File: config.mk
export PLATFORM = sky130hd
export DESIGN_NAME = elevator_call_queue_controller
export DESIGN_NICKNAME = d
export VERILOG_FILES = /design/src/rtl/ecq_pkg.sv /design/src/rtl/ecq_cell.sv /design/src/rtl/elevator_call_queue_controller.sv
export SDC_FILE = /design/constraint.sdc
export NUM_CORES = 1
export LEC_CHECK = 0
export BUFFER_PORTS_ARGS = -buffer_cell sky130_fd_sc_hd__buf_2
export CAP_MARGIN = 10
export CORE_UTILIZATION = 51
export DETAILED_ROUTE_END_ITERATION = 8
export PLACE_DENSITY = 0.79
export SLEW_MARGIN = 15
export SYNTH_ARGS = -nofsm -noshare
export SYNTH_HDL_FRONTEND = slang
export SYNTH_HIERARCHICAL = 1
export SYNTH_SLANG_ARGS = --single-unit
File: constraint.sdc
create_clock -name clk_i -period 5.2 [get_ports clk_i]
set_clock_uncertainty 0.1 [all_clocks]
set_input_delay 1.04 -clock clk_i [delete_from_list [all_inputs] [get_ports clk_i]]
set_output_delay 1.04 -clock clk_i [all_outputs]
set_load 0.05 [all_outputs]
File: src/rtl/ecq_pkg.sv
`timescale 1ns / 1ps
// ----------------------------------------------------------------------------
// ecq_pkg
// Shared constants and types for the elevator call queue controller.
// ----------------------------------------------------------------------------
package ecq_pkg;

  localparam int QUEUE_DEPTH = 16;
  localparam int FLOOR_BITS  = 6;
  localparam int IDX_W       = $clog2(QUEUE_DEPTH);
  localparam int CNT_W       = $clog2(QUEUE_DEPTH + 1);
  localparam int LOAD_W      = 16;
  localparam int WEIGHT_W    = 10;

  typedef enum logic [1:0] {
    OP_HALL  = 2'd0,
    OP_ENTRY = 2'd1,
    OP_CONT  = 2'd2,
    OP_NONE  = 2'd3
  } op_e;

  typedef enum logic [1:0] {
    MODE_IDLE    = 2'd0,
    MODE_MOVING  = 2'd1,
    MODE_STOPPED = 2'd2
  } mode_e;

  typedef enum logic [1:0] {
    MOT_STILL = 2'd0,
    MOT_UP    = 2'd1,
    MOT_DOWN  = 2'd2
  } motion_e;

  typedef enum logic [1:0] {
    ST_READY = 2'b01,
    ST_PURGE = 2'b10
  } state_e;

  typedef struct packed {
    logic                  push;
    logic [FLOOR_BITS-1:0] wr_floor;
    logic                  shift;
    logic [FLOOR_BITS-1:0] goal;
    logic [CNT_W-1:0]      count;
  } cell_ctrl_t;

endpackage

File: src/rtl/ecq_cell.sv
`timescale 1ns / 1ps
// ----------------------------------------------------------------------------
// ecq_cell
// One queue slot: holds a floor, takes a push, flags itself as a hole when it
// matches the arrival floor, and shifts in its right neighbor behind a hole.
// ----------------------------------------------------------------------------
module ecq_cell
  import ecq_pkg::*;
(
  input  logic                  clk_i,
  input  cell_ctrl_t            ctrl_i,
  input  logic [IDX_W-1:0]      idx_i,
  input  logic [FLOOR_BITS-1:0] nbr_i,
  input  logic                  hole_i,
  output logic [FLOOR_BITS-1:0] entry_o,
  output logic                  hole_o
);

  logic [FLOOR_BITS-1:0] entry_q, entry_d;
  logic                  in_range;
  logic                  my_hole;

  assign in_range = {1'b0, idx_i} < ctrl_i.count;
  assign my_hole  = in_range && (entry_q == ctrl_i.goal);
  assign hole_o   = hole_i | my_hole;
  assign entry_o  = entry_q;

  always_comb begin
    entry_d = entry_q;
    if (ctrl_i.push && ({1'b0, idx_i} == ctrl_i.count)) begin
      entry_d = ctrl_i.wr_floor;
    end else if (ctrl_i.shift && hole_o) begin
      entry_d = nbr_i;
    end
  end

  always_ff @(posedge clk_i) begin
    entry_q <= entry_d;
  end

endmodule

File: src/rtl/elevator_call_queue_controller.sv
`timescale 1ns / 1ps
// ----------------------------------------------------------------------------
// elevator_call_queue_controller
// Single-car controller with a FIFO of requested floors kept in a row of cells.
// ----------------------------------------------------------------------------
// A request is taken when start is high and busy is low. Hall calls, passenger
// entries and continues that do not arrive give their result in the cycle after
// the request, so a new request can follow every cycle. A continue that makes
// the car arrive purges every queued entry for the arrival floor: the cell row
// removes one matching entry per cycle by shifting the tail left, so the
// result comes only once no matching entry is left, and busy is high
// meanwhile. The result is shown for one cycle with done_o high; the receiver
// cannot stall it and must take it then.
// ----------------------------------------------------------------------------
module elevator_call_queue_controller
  import ecq_pkg::*;
(
  input  logic                  clk_i,
  input  logic                  rst_ni,
  input  logic                  start,
  output logic                  busy,
  input  logic [1:0]            op_i,
  input  logic [5:0]            target_floor_i,
  input  logic [9:0]            weight_entering_i,
  output logic                  done_o,
  output logic [5:0]            floor_now_o,
  output logic [1:0]            motion_o,
  output logic [1:0]            mode_o,
  output logic [5:0]            goal_floor_o,
  output logic [4:0]            pending_o,
  output logic [15:0]           load_kg_o,
  output logic                  dropped_o
);

  state_e                state_q, state_d;
  logic [CNT_W-1:0]      count_q, count_d;
  logic [FLOOR_BITS-1:0] car_q, car_d;
  logic [FLOOR_BITS-1:0] goal_q, goal_d;
  mode_e                 mode_q, mode_d;
  motion_e               motion_q, motion_d;
  logic [LOAD_W-1:0]     load_q, load_d;
  logic                  done_q, done_d;
  logic                  dropped_q, dropped_d;

  cell_ctrl_t            ctrl;
  logic [FLOOR_BITS-1:0] entry [QUEUE_DEPTH];
  logic [QUEUE_DEPTH:0]  hole;
  logic                  accept;
  logic                  full;
  logic [FLOOR_BITS-1:0] req_floor;
  logic [FLOOR_BITS-1:0] head;
  logic [LOAD_W:0]       load_sum;

  assign accept    = start && (state_q == ST_READY);
  assign full      = count_q >= CNT_W'(QUEUE_DEPTH);
  assign req_floor = FLOOR_BITS'(target_floor_i);
  assign head      = entry[0];
  assign load_sum  = {1'b0, load_q} + (LOAD_W + 1)'(weight_entering_i);
  assign hole[0]   = 1'b0;

  for (genvar g = 0; g < QUEUE_DEPTH; g++) begin : g_cell
    logic [FLOOR_BITS-1:0] nbr;
    if (g == QUEUE_DEPTH - 1) begin : g_last
      assign nbr = '0;
    end else begin : g_mid
      assign nbr = entry[g+1];
    end
    ecq_cell u_cell (
      .clk_i   (clk_i),
      .ctrl_i  (ctrl),
      .idx_i   (IDX_W'(g)),
      .nbr_i   (nbr),
      .hole_i  (hole[g]),
      .entry_o (entry[g]),
      .hole_o  (hole[g+1])
    );
  end

  always_comb begin
    state_d   = state_q;
    count_d   = count_q;
    car_d     = car_q;
    goal_d    = goal_q;
    mode_d    = mode_q;
    motion_d  = motion_q;
    load_d    = load_q;
    done_d    = 1'b0;
    dropped_d = dropped_q;

    ctrl.push     = 1'b0;
    ctrl.wr_floor = req_floor;
    ctrl.shift    = 1'b0;
    ctrl.goal     = goal_q;
    ctrl.count    = count_q;

    unique case (state_q)
      ST_READY: begin
        if (accept) begin
          dropped_d = 1'b0;
          done_d    = 1'b1;
          unique case (op_e'(op_i))
            OP_HALL: begin
              if (full) begin
                dropped_d = 1'b1;
              end else begin
                ctrl.push = 1'b1;
                count_d   = count_q + 1'b1;
                if (mode_q == MODE_IDLE) begin
                  mode_d   = MODE_MOVING;
                  motion_d = (car_q < req_floor) ? MOT_UP : MOT_DOWN;
                end
              end
            end
            OP_ENTRY: begin
              load_d = load_sum[LOAD_W] ? '1 : load_sum[LOAD_W-1:0];
              if (full) begin
                dropped_d = 1'b1;
              end else begin
                ctrl.push = 1'b1;
                count_d   = count_q + 1'b1;
              end
            end
            OP_CONT: begin
              priority if (mode_q == MODE_IDLE) begin
                if (count_q != '0) begin
                  mode_d   = MODE_MOVING;
                  motion_d = (car_q < head) ? MOT_UP : MOT_DOWN;
                end
              end else if (count_q == '0) begin
                mode_d   = MODE_IDLE;
                motion_d = MOT_STILL;
              end else if (mode_q == MODE_MOVING) begin
                car_d    = head;
                goal_d   = head;
                motion_d = MOT_STILL;
                done_d   = 1'b0;
                state_d  = ST_PURGE;
              end else begin
                mode_d   = MODE_MOVING;
                motion_d = (car_q < head) ? MOT_UP : MOT_DOWN;
              end
            end
            OP_NONE: begin
            end
            default: begin
            end
          endcase
        end
      end
      ST_PURGE: begin
        if (hole[QUEUE_DEPTH]) begin
          ctrl.shift = 1'b1;
          count_d    = count_q - 1'b1;
        end else begin
          mode_d  = (count_q == '0) ? MODE_IDLE : MODE_STOPPED;
          done_d  = 1'b1;
          state_d = ST_READY;
        end
      end
      default: begin
        state_d = ST_READY;
      end
    endcase
  end

  always_ff @(posedge clk_i or negedge rst_ni) begin
    if (!rst_ni) begin
      state_q   <= ST_READY;
      count_q   <= '0;
      car_q     <= '0;
      mode_q    <= MODE_IDLE;
      motion_q  <= MOT_STILL;
      load_q    <= '0;
      done_q    <= 1'b0;
      dropped_q <= 1'b0;
    end else begin
      state_q   <= state_d;
      count_q   <= count_d;
      car_q     <= car_d;
      mode_q    <= mode_d;
      motion_q  <= motion_d;
      load_q    <= load_d;
      done_q    <= done_d;
      dropped_q <= dropped_d;
    end
  end

  always_ff @(posedge clk_i) begin
    goal_q <= goal_d;
  end

  assign busy         = (state_q == ST_PURGE);
  assign done_o       = done_q;
  assign floor_now_o  = 6'(car_q);
  assign motion_o     = motion_q;
  assign mode_o       = mode_q;
  assign goal_floor_o = (count_q != '0) ? 6'(head) : 6'd0;
  assign pending_o    = 5'(count_q);
  assign load_kg_o    = load_q;
  assign dropped_o    = dropped_q;

endmodule
# Yosys cells after proc, flatten, opt, wreduce, memory -nomap -nowiden
# Cells that the tools add are included.
dict set report classes {
  addsub 3
  magnitude_cmp 19
  n_eq_ne 53
  muxes 81
  bitwise_logic 17
  n_reduce_logical 79
}
# cell n
set ops {}
lappend ops {{$mux W6} 33}
lappend ops {{$eq A6 B6 Y1} 16}
lappend ops {{$logic_and A1 B1 Y1} 49}
lappend ops {{$mux W2} 23}
lappend ops {{$eq A4 B5 Y1 const A} 8}
lappend ops {{$lt A4 B5 Y1 const A} 8}
lappend ops {{$reduce_bool A2 Y1} 18}
lappend ops {{$eq A3 B5 Y1 const A} 4}
lappend ops {{$lt A3 B5 Y1 const A} 4}
lappend ops {{$mux W5} 4}
lappend ops {{$reduce_and A6 Y1} 3}
lappend ops {{$add A16 B10 Y17} 1}
lappend ops {{$mux W16} 1}
lappend ops {{$ne A2 B2 Y1 const B} 8}
lappend ops {{$pmux W2 S2} 4}
lappend ops {{$or A1 B1 Y1} 15}
lappend ops {{$mux W1} 14}
lappend ops {{$lt A6 B6 Y1} 2}
lappend ops {{$eq A2 B5 Y1 const A} 2}
lappend ops {{$lt A1 B5 Y1 const A} 2}
lappend ops {{$lt A2 B5 Y1 const A} 2}
lappend ops {{$pmux W5 S2} 1}
lappend ops {{$ne A3 B3 Y1 const B} 3}
lappend ops {{$reduce_and A8 Y1} 1}
lappend ops {{19 further kinds} 26}
dict set report totals {
  reg_bits 137
  input_bits 21
  out_inout_bits 40
  word_cells 277
}

# Longest topological paths before layout
# Gate-level depths: netlist of run 1.
dict set report logic_depth {
  ltp_word 22
  ltp_mapped 24
  depth_no_buf 24
}

# Modules after synthesis
# Netlist of run 1, hierarchy kept.
# mod n_inst cells_each area_per_inst_um2 seq_area_each_um2
set by_module_without_submodules {}
lappend by_module_without_submodules {{ecq_cell at g_cell[0].u_cell ...} 15 37 449.2 180.2}
lappend by_module_without_submodules {elevator_call_queue_controller 1 282 2735.1 1057.3}
lappend by_module_without_submodules {{ecq_cell at g_cell[15].u_cell} 1 37 446.7 180.2}

# Worst setup path after synthesis of run 1
# OpenSTA, ideal clock, no wires.
dict set report synth_timing {
  path_kind {register -> register}
  from {register count_q[4], in the netlist pending_o[4]}
  to {register mode_q[0], in the netlist mode_o[0]}
  setup_time_ps 125
  arrival_time_ps 5502
  required_ps 4975
  path_slack_ps -527
  stages_incl_launch_ff 22
  n_path_buf 0
  synth_period_minus_slack_ps 5727
  path_cell_list {dfrtp_1 > a211o_1 > a31o_1 > a31o_1 > a31o_1 > a31o_1 > a31o_1 > a31o_1 > a31o_1 > a31o_1 > a31o_1 > a31o_1 > a31o_1 > a31o_1 > a31o_1 > a31o_1 > a31o_1 > a31o_1 > and2_1 > nor2_1 > o21ai_1 > mux2_4}
}
dict set report synth_via {
  elab_chain_len 19
  word_cells_on_any_way 60
  classes_between {order compare (17); eq/ne (4); mux (5); bitwise (15); reduce/logical (19)}
}
# item line_no
set synth_lines {}
lappend synth_lines {{from (decl)} elevator_call_queue_controller.sv:36} ;# logic [CNT_W-1:0] count_q, count_d;
lappend synth_lines {{from (signal assigned)} elevator_call_queue_controller.sv:178} ;# count_q <= count_d;
lappend synth_lines {{$lt A1 B5 Y1} ecq_cell.sv:23} ;# assign in_range = {1'b0, idx_i} < ctrl_i.count;
lappend synth_lines {{$logic_and A1 B1 Y1} ecq_cell.sv:24} ;# assign my_hole = in_range && (entry_q == ctrl_i.goal);
lappend synth_lines {{net hole[1]} elevator_call_queue_controller.sv:47} ;# logic [QUEUE_DEPTH:0] hole;
lappend synth_lines {{$or A1 B1 Y1} ecq_cell.sv:25} ;# assign hole_o = hole_i | my_hole;
lappend synth_lines {{net hole[2]} elevator_call_queue_controller.sv:47}
lappend synth_lines {{$or A1 B1 Y1} ecq_cell.sv:25}
lappend synth_lines {{net hole[3]} elevator_call_queue_controller.sv:47}
lappend synth_lines {{$or A1 B1 Y1} ecq_cell.sv:25}
lappend synth_lines {{net hole[4]} elevator_call_queue_controller.sv:47}
lappend synth_lines {{(+1 left out)} --}
lappend synth_lines {{net hole[5]} elevator_call_queue_controller.sv:47}
lappend synth_lines {{(+1 left out)} --}
lappend synth_lines {{net hole[6]} elevator_call_queue_controller.sv:47}
lappend synth_lines {{(+1 left out)} --}
lappend synth_lines {{net hole[7]} elevator_call_queue_controller.sv:47}
lappend synth_lines {{(+1 left out)} --}
lappend synth_lines {{net hole[8]} elevator_call_queue_controller.sv:47}
lappend synth_lines {{(+1 left out)} --}
lappend synth_lines {{net hole[9]} elevator_call_queue_controller.sv:47}
lappend synth_lines {{(+1 left out)} --}
lappend synth_lines {{net hole[10]} elevator_call_queue_controller.sv:47}
lappend synth_lines {{(+1 left out)} --}
lappend synth_lines {{net hole[11]} elevator_call_queue_controller.sv:47}
lappend synth_lines {{(+1 left out)} --}
lappend synth_lines {{net hole[12]} elevator_call_queue_controller.sv:47}
lappend synth_lines {{(+1 left out)} --}
lappend synth_lines {{net hole[13]} elevator_call_queue_controller.sv:47}
lappend synth_lines {{$or A1 B1 Y1} ecq_cell.sv:25}
lappend synth_lines {{net hole[14]} elevator_call_queue_controller.sv:47}
lappend synth_lines {{$or A1 B1 Y1} ecq_cell.sv:25}
lappend synth_lines {{net hole[15]} elevator_call_queue_controller.sv:47}
lappend synth_lines {{$or A1 B1 Y1} ecq_cell.sv:25}
lappend synth_lines {{net hole[16]} elevator_call_queue_controller.sv:47}
lappend synth_lines {{$ne A2 B2 Y1 (no source line)} --}
lappend synth_lines {{$reduce_and A8 Y1 (no source line)} --}
lappend synth_lines {{to (signal assigned)} elevator_call_queue_controller.sv:180} ;# mode_q <= mode_d;
lappend synth_lines {{to (decl)} elevator_call_queue_controller.sv:39} ;# mode_e mode_q, mode_d;
# The timed path passes the listed nets, and every way through them passes these cells. The select of a mux whose other input is x is not followed.
# A chain may end at the register's enable or synchronous reset.

# Final worst setup path of run 1
dict set report layout_timing {
  from {register count_q[0], in the netlist pending_o[0]}
  to {register mode_q[0], in the netlist mode_o[0]}
}
# Same word-level chain as after synthesis.

==> results of run 1 <==
sequential cells by signal, indices dropped and copies added, names as in the netlist:
signal	count
pending_o	5
floor_now_o	6
motion_o	2
load_kg_o	16
g_cell.u_cell/entry_o	96
goal_q	6
done_o	1
state_q	2
mode_o	2
dropped_o	1
placed cells by master, fill, tap and decap left out, drive strengths merged, types with 33 or more instances in the layout:
cell	n
buf	117
xor2	70
ha	89
nand2	33
inv	105
dfrtp	34
a21oi	33
edfxtp	102
conb	71
xnor2	38
mux2	110
routing by layer:
layer | global-route usage | vias to the layer above | routed length [um]
li1 | - | 3511 | -
met1 | 0.297 | 3585 | 10100
met2 | 0.441 | 182 | 12100
met3 | 0.0486 | 52 | 1140
met4 | 0.109 | 0 | 613
met5 | 0 | - | 0
worst paths after layout:
| check | cells after the start | slack, ns | endpoint | startpoint |
|---|---|---|---|---|
| worst max register to register | 24 | -0.20 | mode_o[0]$_DFFE_PN0P_ | pending_o[0]$_DFFE_PN0P_ |
| min in group asynchronous | 1 | 0.63 | floor_now_o[0]$_DFFE_PN0P_ | rst_ni |
| worst min register to register | 2 | 0.38 | dropped_o$_DFFE_PN0P_ | dropped_o$_DFFE_PN0P_ |
| worst max-delay path | 24 | -0.20 | mode_o[0]$_DFFE_PN0P_ | pending_o[0]$_DFFE_PN0P_ |
| worst min-delay path | 2 | 0.38 | dropped_o$_DFFE_PN0P_ | dropped_o$_DFFE_PN0P_ |
| max in group asynchronous | 1 | 3.74 | pending_o[4]$_DFFE_PN0P_ | rst_ni |
power groups by stage:
stage | logic, W | registers [W] | clock network [W]
global route | 0.00302 | 0.00153 | 0.00120
floorplan | 0.00148 | 0.00194 | 0
global placement | 0.00249 | 0.00152 | 0
CTS | 0.00265 | 0.00151 | 0.00116
finish | 0.00276 | 0.00151 | 0.00114
detailed placement | 0.00254 | 0.00153 | 0
worst max-delay path, stage by stage, from the launching register on:
cell and delay, ns:
dfrtp_2 0.43, ha_4 0.16, nand2b_4 0.12, a211o_1 0.25, a31o_1 0.23, a31o_1 0.21, a31o_1 0.21, a31o_1 0.20
a31o_1 0.21, a31o_1 0.21, a31o_1 0.21, a31o_1 0.21, a31o_1 0.20, a31o_1 0.21, a31o_1 0.21, a31o_1 0.21
a31o_1 0.22, a31o_1 0.21, a31o_1 0.22, a31o_1 0.22, and2_4 0.22, buf_12 0.14, nor2_4 0.09, o21ai_2 0.07
mux2_4 0.30
final cells by class:
type / instances / area share
inverter: 102 / 0.0319
multi-input combinational: 694 / 0.500
clock buffer: 17 / 0.0354
sequential: 137 / 0.329
tap: 260 / 0.0271
clock inverter: 15 / 0.0105
timing repair buffer: 117 / 0.0661
metrics by stage:
stage           util  std cells  instance area [um^2]  setup WS [ns]  total power, W
2_1_floorplan      -        943                 10200         0.0112         0.00343
3_3_place_gp   0.582       1281                 11000        -0.0528         0.00400
4_1_cts        0.627       1327                 11800        -0.0750         0.00531
6_report       0.636       1342                 12000         -0.197         0.00542
5_1_grt        0.636       1342                 12000         -0.337         0.00575
3_5_place_dp   0.582       1281                 11000         -0.112         0.00407
what timing repair did:
item | in CTS | in global routing
setup endpoints to repair | 102 | 106
gates cloned | 1 | 0
pin swaps | 8 | 10
resized for setup | 27 | 16
buffers inserted | 13 | 15
logic make-up after synthesis:
kind of cell	synth area share
multiplexers	0.126
other	0.000757
adder cells (fa/ha/maj)	0.116
XOR/XNOR	0.0954
AO/OA/AOI/OAI	0.117
flip-flops	0.397
AND/OR/NAND/NOR	0.102
buffers and inverters	0.0444
==> flow_metrics.env, run 1 <==
export IMPL_status="complete, but fails checks"
export IMPL_violations="setup timing"
export IMPL_nNetsFinal=1181
export IMPL_synth_area_leader_cell="edfxtp_1"
export IMPL_drv_cap=0
export IMPL_clkLatencyLatePin_ns=0.43
export IMPL_seqPwrFrac=0.279
export IMPL_vias_per_cell=5.46
export IMPL_yosys_most_used_dff="edfxtp_1"
export IMPL_n_antenna_cell=0
export IMPL_cts_root_buf="clkbuf_16"
export IMPL_cts_sink_count=137
export IMPL_hold_viol=0
export IMPL_critPathKind="reg -> reg"
export IMPL_grt_ovfl_total=0
export IMPL_drtAntennaViolNets=0
export IMPL_cts_max_level=4
export IMPL_synth_most_common_cell="edfxtp_1"
export IMPL_rsz0062_at_grt="true"
export IMPL_synth_common_cells="edfxtp_1, inv_1, mux2_2"
export IMPL_setup_violations=105
export IMPL_dieArea_um2=20000
export IMPL_p_sw_w=0.00238
export IMPL_swShare=0.440
export IMPL_port_buffers=60
export IMPL_worst_pin_slew_ns=0.872
export IMPL_ys_top_cells_by_area="edfxtp_1, ha_1, mux2_2, dfrtp_1, xor2_1"
export IMPL_grt_first_pass_wirelength_mm=38.3
export IMPL_worstPathArrival_ns=5.61
export IMPL_fmax_mhz=185
export IMPL_p_leak_nw=5.10
export IMPL_post_route_period_util=1.04
export IMPL_rows=50
export IMPL_place_gp_congestion=0.829
export IMPL_finalSetupTns_ns=-11.73
export IMPL_hold_class="reg -> reg"
export IMPL_slew_headroom=0.419
export IMPL_cts_tree="built"
export IMPL_whs_ns=0.375
export IMPL_via_count=7330
export IMPL_core_area_um2=18900
export IMPL_grt_pass1_vias=7488
export IMPL_multi_input_area_um2=6010
export IMPL_die_x_um=141
export IMPL_wl_mm=24.0
export IMPL_ys_ff_latch=137
export IMPL_drcViolationCount=0
export IMPL_first_pass_iters=5
export IMPL_synth_edf_count=102
export IMPL_syn2layout_area_growth_pct=21.1
export IMPL_hold_buffers=0
export IMPL_p_per_area_nw_per_um2=451
export IMPL_hpwl_mm=15.5
export IMPL_drive_above_1_share=0.293
export IMPL_internal_power_w=0.00303
export IMPL_fin_ws_ns=-0.197
export IMPL_ys_types=56
export IMPL_pwr_share_comb=0.510
export IMPL_post_drt_wl_per_cell_um=17.8
export IMPL_synth_top_area_share=0.309
export IMPL_period_needed_ns=5.40
export IMPL_antenna_found_initial=0
export IMPL_ff_latch_area_um2=3950
export IMPL_cts_buffers=17
export IMPL_crit_fanout=4
export IMPL_required_ns=5.42
export IMPL_report_final_slew_viol_count=0
export IMPL_ys_warn_count=6
export IMPL_clkPwrFrac=0.211
export IMPL_syn_area_per_cell_um2=11.3
export IMPL_drt_initial_drc_count=467
export IMPL_fp_dieH_um=141
export IMPL_grt_max_degree=36
export IMPL_grt_usage=0.250
export IMPL_worstSetupEndpointType="register"
export IMPL_synth_area_um2=9920
export IMPL_cp_start_kind="register"
export IMPL_syn_inst=874
export IMPL_peakVddDrop_mv=0.288
export IMPL_initial_utilization=0.525
export IMPL_clk_pin_slew_worst_paths_ns=0.06
export IMPL_async_reset_ff_frac=0.255
export IMPL_num_io_pins=61
export IMPL_fillers=1455
export IMPL_clockBufferDepth=2
export IMPL_synth_seq_area_share=0.397
Power figures use the tool's default switching activity.
==> run 2, diff against run 1 <==
--- a/config.mk
+++ b/config.mk
@@ -9,2 +9,3 @@
 export CAP_MARGIN = 10
+export CORE_ASPECT_RATIO = 1.4
 export CORE_UTILIZATION = 51
@@ -17 +18,2 @@
 export SYNTH_SLANG_ARGS = --single-unit
+export TNS_END_PERCENT = 20
--- a/constraint.sdc
+++ b/constraint.sdc
@@ -4,2 +4,2 @@
 set_output_delay 1.04 -clock clk_i [all_outputs]
-set_load 0.05 [all_outputs]
+set_load 0.1 [all_outputs]
==> run 2 against run 1 <==
  * The run still ends with setup timing left
  * Global-route usage grew 0.47 points
  * Setup slack better by 0.068 ns
  * Sequential power barely moved
  * Power rose by 9.9%
  * Final cell count fell by 0.97%
  * Critical path depth decreased by 2
  * Utilization is 0.69 points lower
  * Non-clock buffer count decreased by 1
  * Design area increased by 0.22%
  * Register-to-register slack gained 0.07 ns
  * Clock power grew 7%
  * Highest routed layer unchanged
==> flow_metrics.env, run 2 (synthesis gave the netlist of run 1 again) <==
export IMPL_via_count=7467
export IMPL_slew_headroom=0.307
export IMPL_port_buffers=60
export IMPL_path_depth=22
export IMPL_fmax_mhz=188
export IMPL_whs_path_depth=2
export IMPL_status="complete, but fails checks"
export IMPL_critPathKind="reg -> reg"
export IMPL_post_route_period_util=1.02
export IMPL_p_per_area_nw_per_um2=494
export IMPL_layout_commonest_cell="edfxtp_1"
export IMPL_whs_ns=0.376
export IMPL_grt_pass1_vias=7617
export IMPL_die_x_um=120
export IMPL_r2r_end="g_cell[11].u_cell/entry_o[1]$_DFFE_PP_"
export IMPL_dieArea_um2=20000
export IMPL_drt_initial_drc_count=446
export IMPL_report_final_slew_viol_count=0
export IMPL_grt_max_degree=36
export IMPL_place_gp_congestion=0.845
export IMPL_drive_above_1_share=0.295
export IMPL_cp_start_kind="register"
export IMPL_hold_viol=0
export IMPL_top_usage_layer="met2"
export IMPL_crit_path_start="pending_o[0]$_DFFE_PN0P_"
export IMPL_r2r_cells=22
export IMPL_rsz0062_at_grt="true"
export IMPL_setup_violations=102
export IMPL_largest_reg_flops=96
export IMPL_initial_utilization=0.518
export IMPL_worstSetupEndpointType="register"
export IMPL_drtAntennaViolNets=0
export IMPL_critPathTopFamily="compound AO/OA/AOI/OAI gates"
export IMPL_crit_fanout=8
export IMPL_max_stage_delay_ns=0.42
export IMPL_cts_max_level=4
export IMPL_p_leak_nw=5.11
export IMPL_met2_usage=0.468
export IMPL_rows=60
export IMPL_violations="setup timing"
export IMPL_antenna_found_initial=0
export IMPL_timing_rr_start="pending_o[0]$_DFFE_PN0P_"
export IMPL_endpoint="g_cell[11].u_cell/entry_o[1]$_DFFE_PP_"
export IMPL_grt_first_pass_wirelength_mm=39.3
export IMPL_required_ns=5.29
export IMPL_worst_pin_slew_ns=1.04
export IMPL_hold_class="reg -> reg"
export IMPL_path_buf_inv=1
export IMPL_finalSetupTns_ns=-11.99
export IMPL_core_area_um2=19100
export IMPL_fp_dieH_um=167
export IMPL_final_cell_mix="edfxtp_1, mux2_2, inv_1"
export IMPL_num_io_pins=61
export IMPL_cts_buffers=17
export IMPL_clk_pin_slew_worst_paths_ns=0.07
export IMPL_vias_per_cell=5.62
export IMPL_rrSetupSlack_ns=-0.13
export IMPL_hpwl_mm=16.8
export IMPL_finalInstanceArea_um2=12000
export IMPL_fin_ws_ns=-0.129
export IMPL_use_met1=0.286
export IMPL_hold_buffers=0
export IMPL_pre_cts_ws_ns=-0.181
export IMPL_grt_usage=0.255
export IMPL_period_needed_ns=5.33
export IMPL_syn2layout_area_growth_pct=21.3
export IMPL_worstPathArrival_ns=5.42
export IMPL_n_antenna_cell=0
export IMPL_use_met3=0.0428
export IMPL_drv_cap=0
export IMPL_slowest_stage="dfrtp_2"
export IMPL_cpMostUsedCell="a31o_1"
export IMPL_clkLatencyLatePin_ns=0.43
export IMPL_place_area_um2=11000
export IMPL_nNetsFinal=1180
export IMPL_post_drt_wl_per_cell_um=18.5
export IMPL_clockBufferDepth=2
export IMPL_first_pass_iters=5
export IMPL_drcViolationCount=0
export IMPL_wl_mm=24.6
export IMPL_path_cells="ha_4, nand2b_4, a211o_1, a31o_1, a31o_1, a31o_1, a31o_1, a31o_1, a31o_1, a31o_1, a31o_1, a31o_1, a31o_1, a31o_1, a31o_1, a31o_1, a31o_1, a31o_1, a31o_1, and2_4, buf_16, a21o_4"
export IMPL_cts_tree="built"
export IMPL_cts_root_buf="clkbuf_16"
export IMPL_peakVddDrop_mv=0.279
export IMPL_grt_ovfl_total=0
export IMPL_cts_sink_count=137
[run 2: cell count changes in the layout (fill, tap and decap cells not counted), sizes merged]
cell      delta
clkinvlp     -2
clkinv       -3
buf          -1
clkbuf       +4
inv          +1
[run 2: how the worst min path moves through the flow]
stage	endpoint	from
3_5_place_dp	dropped_o$_DFFE_PN0P_	dropped_o$_DFFE_PN0P_
3_3_place_gp	dropped_o$_DFFE_PN0P_	dropped_o$_DFFE_PN0P_
2_1_floorplan	goal_q[1]$_DFFE_PP_	g_cell[0].u_cell/entry_o[1]$_DFFE_PP_
6_report	dropped_o$_DFFE_PN0P_	dropped_o$_DFFE_PN0P_
5_1_grt	goal_q[2]$_DFFE_PP_	g_cell[0].u_cell/entry_o[2]$_DFFE_PP_
4_1_cts	dropped_o$_DFFE_PN0P_	dropped_o$_DFFE_PN0P_
[run 2: layout make-up]
type	instances	area (um^2)
inverter	102	383
fill	1428	7110
clock inverter	11	108
clock buffer	21	492
tap	248	310
sequential	137	3950
timing repair buffer	116	757
multi-input combinational	694	6040
[run 2: where the power goes]
group / internal (W) / leakage [nW] / switching (W)
sequential: 0.00136 / 1.34 / 0.000152
combinational: 0.000997 / 3.47 / 0.00221
clock: 0.000730 / 0.300 / 0.000494
total: 0.00309 / 5.11 / 0.00286
[run 2: tightest hold or removal path, cell delays in order, from the launching register on]
cell and delay, ns:
dfrtp_1 0.34, nand2_1 0.04, o21ai_0 0.06
[run 2: through the flow]
step / cells / total power, W / util
after floorplan: 943 / 0.00390 / -
after global placement: 1272 / 0.00451 / 0.574
after detailed placement: 1272 / 0.00458 / 0.574
after CTS: 1320 / 0.00587 / 0.620
after global routing: 1329 / 0.00630 / 0.629
final: 1329 / 0.00595 / 0.629
[run 2: what timing repair did]
| action | 4_1_cts | 5_1_grt |
|---|---|---|
| setup endpoints to repair | 103 | 106 |
| cloned | 1 | 0 |
| pin swaps | 6 | 7 |
| resized for setup | 22 | 18 |
| endpoints found under the hold margin | 0 | 0 |
| setup buffers | 15 | 9 |
[run 2: per-layer routing]
metal  vias to the layer above  wire length (um)
li1                       3514                 -
met1                      3663              9430
met2                       226             13300
met3                        64              1130
met4                         0               744
met5                         -                 0
==> run 3, diff against run 2 <==
- RECOVER_POWER: default -> 25
==> run 3 against run 2 <==
  * The run ends with capacitance limit, slew limit, setup timing left
  * Sequential share of layout area about the same
  * Final cell count did not move
  * Die area did not move
  * Setup slack improved by 0.0063 ns
  * Critical endpoint unchanged
  * Sequential power barely moved
  * Design area is 0.15% lower
  * Clock power hardly changed
  * Wire length hardly changed
  * Combinational power hardly changed
  * Non-clock buffer count is the same
  * Maximum frequency increased by 0.12%
  * Via count shrank 0.42%
==> flow_metrics.env, run 3 (synthesis gave the netlist of run 1 again) <==
export IMPL_status="complete, but fails checks"
export IMPL_violations="capacitance limit, slew limit, setup timing"
export IMPL_clockBufferDepth=2
export IMPL_fp_dieH_um=167
export IMPL_timing_rr_start="pending_o[0]$_DFFE_PN0P_"
export IMPL_hold_viol=0
export IMPL_post_drt_wl_per_cell_um=18.5
export IMPL_drtAntennaViolNets=0
export IMPL_initial_utilization=0.518
export IMPL_dieArea_um2=20000
export IMPL_largest_reg_flops=96
export IMPL_r2r_end="g_cell[11].u_cell/entry_o[1]$_DFFE_PP_"
export IMPL_cts_max_level=4
export IMPL_worst_pin_slew_ns=2.00
export IMPL_fin_ws_ns=-0.123
export IMPL_grt_pass1_vias=7617
export IMPL_cpMostUsedCell="a31o_1"
export IMPL_hold_class="reg -> reg"
export IMPL_cts_sink_count=137
export IMPL_fmax_mhz=188
export IMPL_p_per_area_nw_per_um2=494
export IMPL_whs_ns=0.381
export IMPL_wl_mm=24.6
export IMPL_peakVddDrop_mv=0.280
export IMPL_rrSetupSlack_ns=-0.12
export IMPL_whs_path_depth=2
export IMPL_setup_violations=102
export IMPL_min_from="dropped_o$_DFFE_PN0P_"
export IMPL_grt_usage=0.255
export IMPL_p_leak_nw=5.08
export IMPL_crit_fanout=8
export IMPL_clkLatencyLatePin_ns=0.44
export IMPL_cts_buffers=17
export IMPL_clk_pin_slew_worst_paths_ns=0.07
export IMPL_slew_headroom=-0.334
export IMPL_vias_per_cell=5.60
export IMPL_via_count=7436
export IMPL_path_buf_inv=1
export IMPL_critPathTopFamily="compound AO/OA/AOI/OAI gates"
export IMPL_n_antenna_cell=0
export IMPL_grt_ovfl_total=0
export IMPL_hold_buffers=0
export IMPL_rows=60
export IMPL_num_io_pins=61
export IMPL_antenna_found_initial=0
export IMPL_final_cell_mix="edfxtp_1, mux2_2, inv_1"
export IMPL_required_ns=5.29
export IMPL_path_cells="ha_4, nand2b_4, a211o_1, a31o_1, a31o_1, a31o_1, a31o_1, a31o_1, a31o_1, a31o_1, a31o_1, a31o_1, a31o_1, a31o_1, a31o_1, a31o_1, a31o_1, a31o_1, a31o_1, and2_4, buf_16, a21o_4"
export IMPL_cp_start_kind="register"
export IMPL_slowest_stage="dfrtp_2"
export IMPL_max_stage_delay_ns=0.42
export IMPL_grt_first_pass_wirelength_mm=39.3
export IMPL_nNetsFinal=1180
export IMPL_cts_root_buf="clkbuf_16"
export IMPL_core_area_um2=19100
export IMPL_place_gp_congestion=0.845
export IMPL_period_needed_ns=5.32
export IMPL_hpwl_mm=16.8
export IMPL_grt_max_degree=36
export IMPL_r2r_cells=22
export IMPL_first_pass_iters=5
export IMPL_cts_tree="built"
export IMPL_drv_cap=1
export IMPL_rsz0062_at_grt="true"
export IMPL_min_to="dropped_o$_DFFE_PN0P_"
export IMPL_drive_above_1_share=0.283
export IMPL_worstPathArrival_ns=5.42
export IMPL_layout_commonest_cell="edfxtp_1"
export IMPL_power_w=0.00594
export IMPL_drcViolationCount=0
export IMPL_syn2layout_area_growth_pct=21.1
export IMPL_port_buffers=60
export IMPL_report_final_slew_viol_count=36
export IMPL_fillers=1435
export IMPL_critPathKind="reg -> reg"
export IMPL_post_route_period_util=1.02
export IMPL_finalCoreUtilization=0.628
export IMPL_die_x_um=120
export IMPL_drt_initial_drc_count=457
export IMPL_worstSetupEndpointType="register"
## run 3: changes by cell type in the layout (fill, tap and decap cells not counted), sizes merged
| cell | before | now |
|---|---|---|
| clkbuf | 21 | 33 |
| buf | 116 | 104 |
## run 3: worst register-to-register path: cells and delay by family, from the launching register on
family | cells | cell delay, ns
AOI/OAI and AO/OA | 18 | 3.92
DFF | 1 | 0.42
and+or+nand+nor | 2 | 0.33
buffers and inverters | 1 | 0.17
adders and majority gates | 1 | 0.16
## run 3: how the worst max path moves through the flow
stage	to	cells after the start	slack [ns]	start
after floorplan	mode_o[0]$_DFFE_PN0P_	23	0.009	pending_o[0]$_DFFE_PN0P_
after global placement	g_cell[7].u_cell/entry_o[0]$_DFFE_PP_	22	-0.08	pending_o[0]$_DFFE_PN0P_
after detailed placement	g_cell[7].u_cell/entry_o[2]$_DFFE_PP_	22	-0.18	pending_o[0]$_DFFE_PN0P_
after CTS	g_cell[10].u_cell/entry_o[4]$_DFFE_PP_	22	-0.03	pending_o[0]$_DFFE_PN0P_
after global routing	g_cell[11].u_cell/entry_o[4]$_DFFE_PP_	23	-0.22	pending_o[2]$_DFFE_PN0P_
final	g_cell[11].u_cell/entry_o[1]$_DFFE_PP_	22	-0.12	pending_o[0]$_DFFE_PN0P_
## run 3: timing repair
action / in CTS / in global routing
setup endpoints to repair: 103 / 106
pin swaps: 6 / 7
hold endpoints to repair: 0 / 0
cloned: 1 / 0
gates resized for setup: 22 / 18
buffers inserted: 15 / 9
## run 3: report_power, final
part | total [W] | internal [W] | switching [W]
registers | 0.00152 | 0.00136 | 0.000153
clock network | 0.00122 | 0.000730 | 0.000492
logic | 0.00320 | 0.000986 | 0.00221
total | 0.00594 | 0.00308 | 0.00286
## run 3: area by class of cell
class	instances	area, um^2	share of cell area
multi-input cells	694	6040	0.503
flip-flops and latches	137	3950	0.328
repair buffers	116	739	0.0615
clock buffers	21	492	0.0409
inverters	102	383	0.0319
well taps	248	310	0.0258
clock inverters	11	108	0.00895
## run 3: metrics by stage
step	std cells	cell area (um^2)	setup TNS (ns)	worst slack, ns
3_3_place_gp	1272	11000	-6.74	-0.0789
3_5_place_dp	1272	11000	-17.07	-0.181
2_1_floorplan	943	10200	0	0.00873
6_report	1329	12000	-11.48	-0.123
5_1_grt	1329	12000	-21.54	-0.216
4_1_cts	1320	11900	-1.69	-0.0304
## run 3: layer usage
layer | GRT usage | part of all wire | vias up | routed length [um]
li1 | - | - | 3517 | -
met1 | 0.286 | 0.38 | 3620 | 9330
met2 | 0.468 | 0.54 | 232 | 13300
met3 | 0.0428 | 0.050 | 67 | 1240
met4 | 0.110 | 0.031 | 0 | 765
met5 | 0 | 0 | - | 0
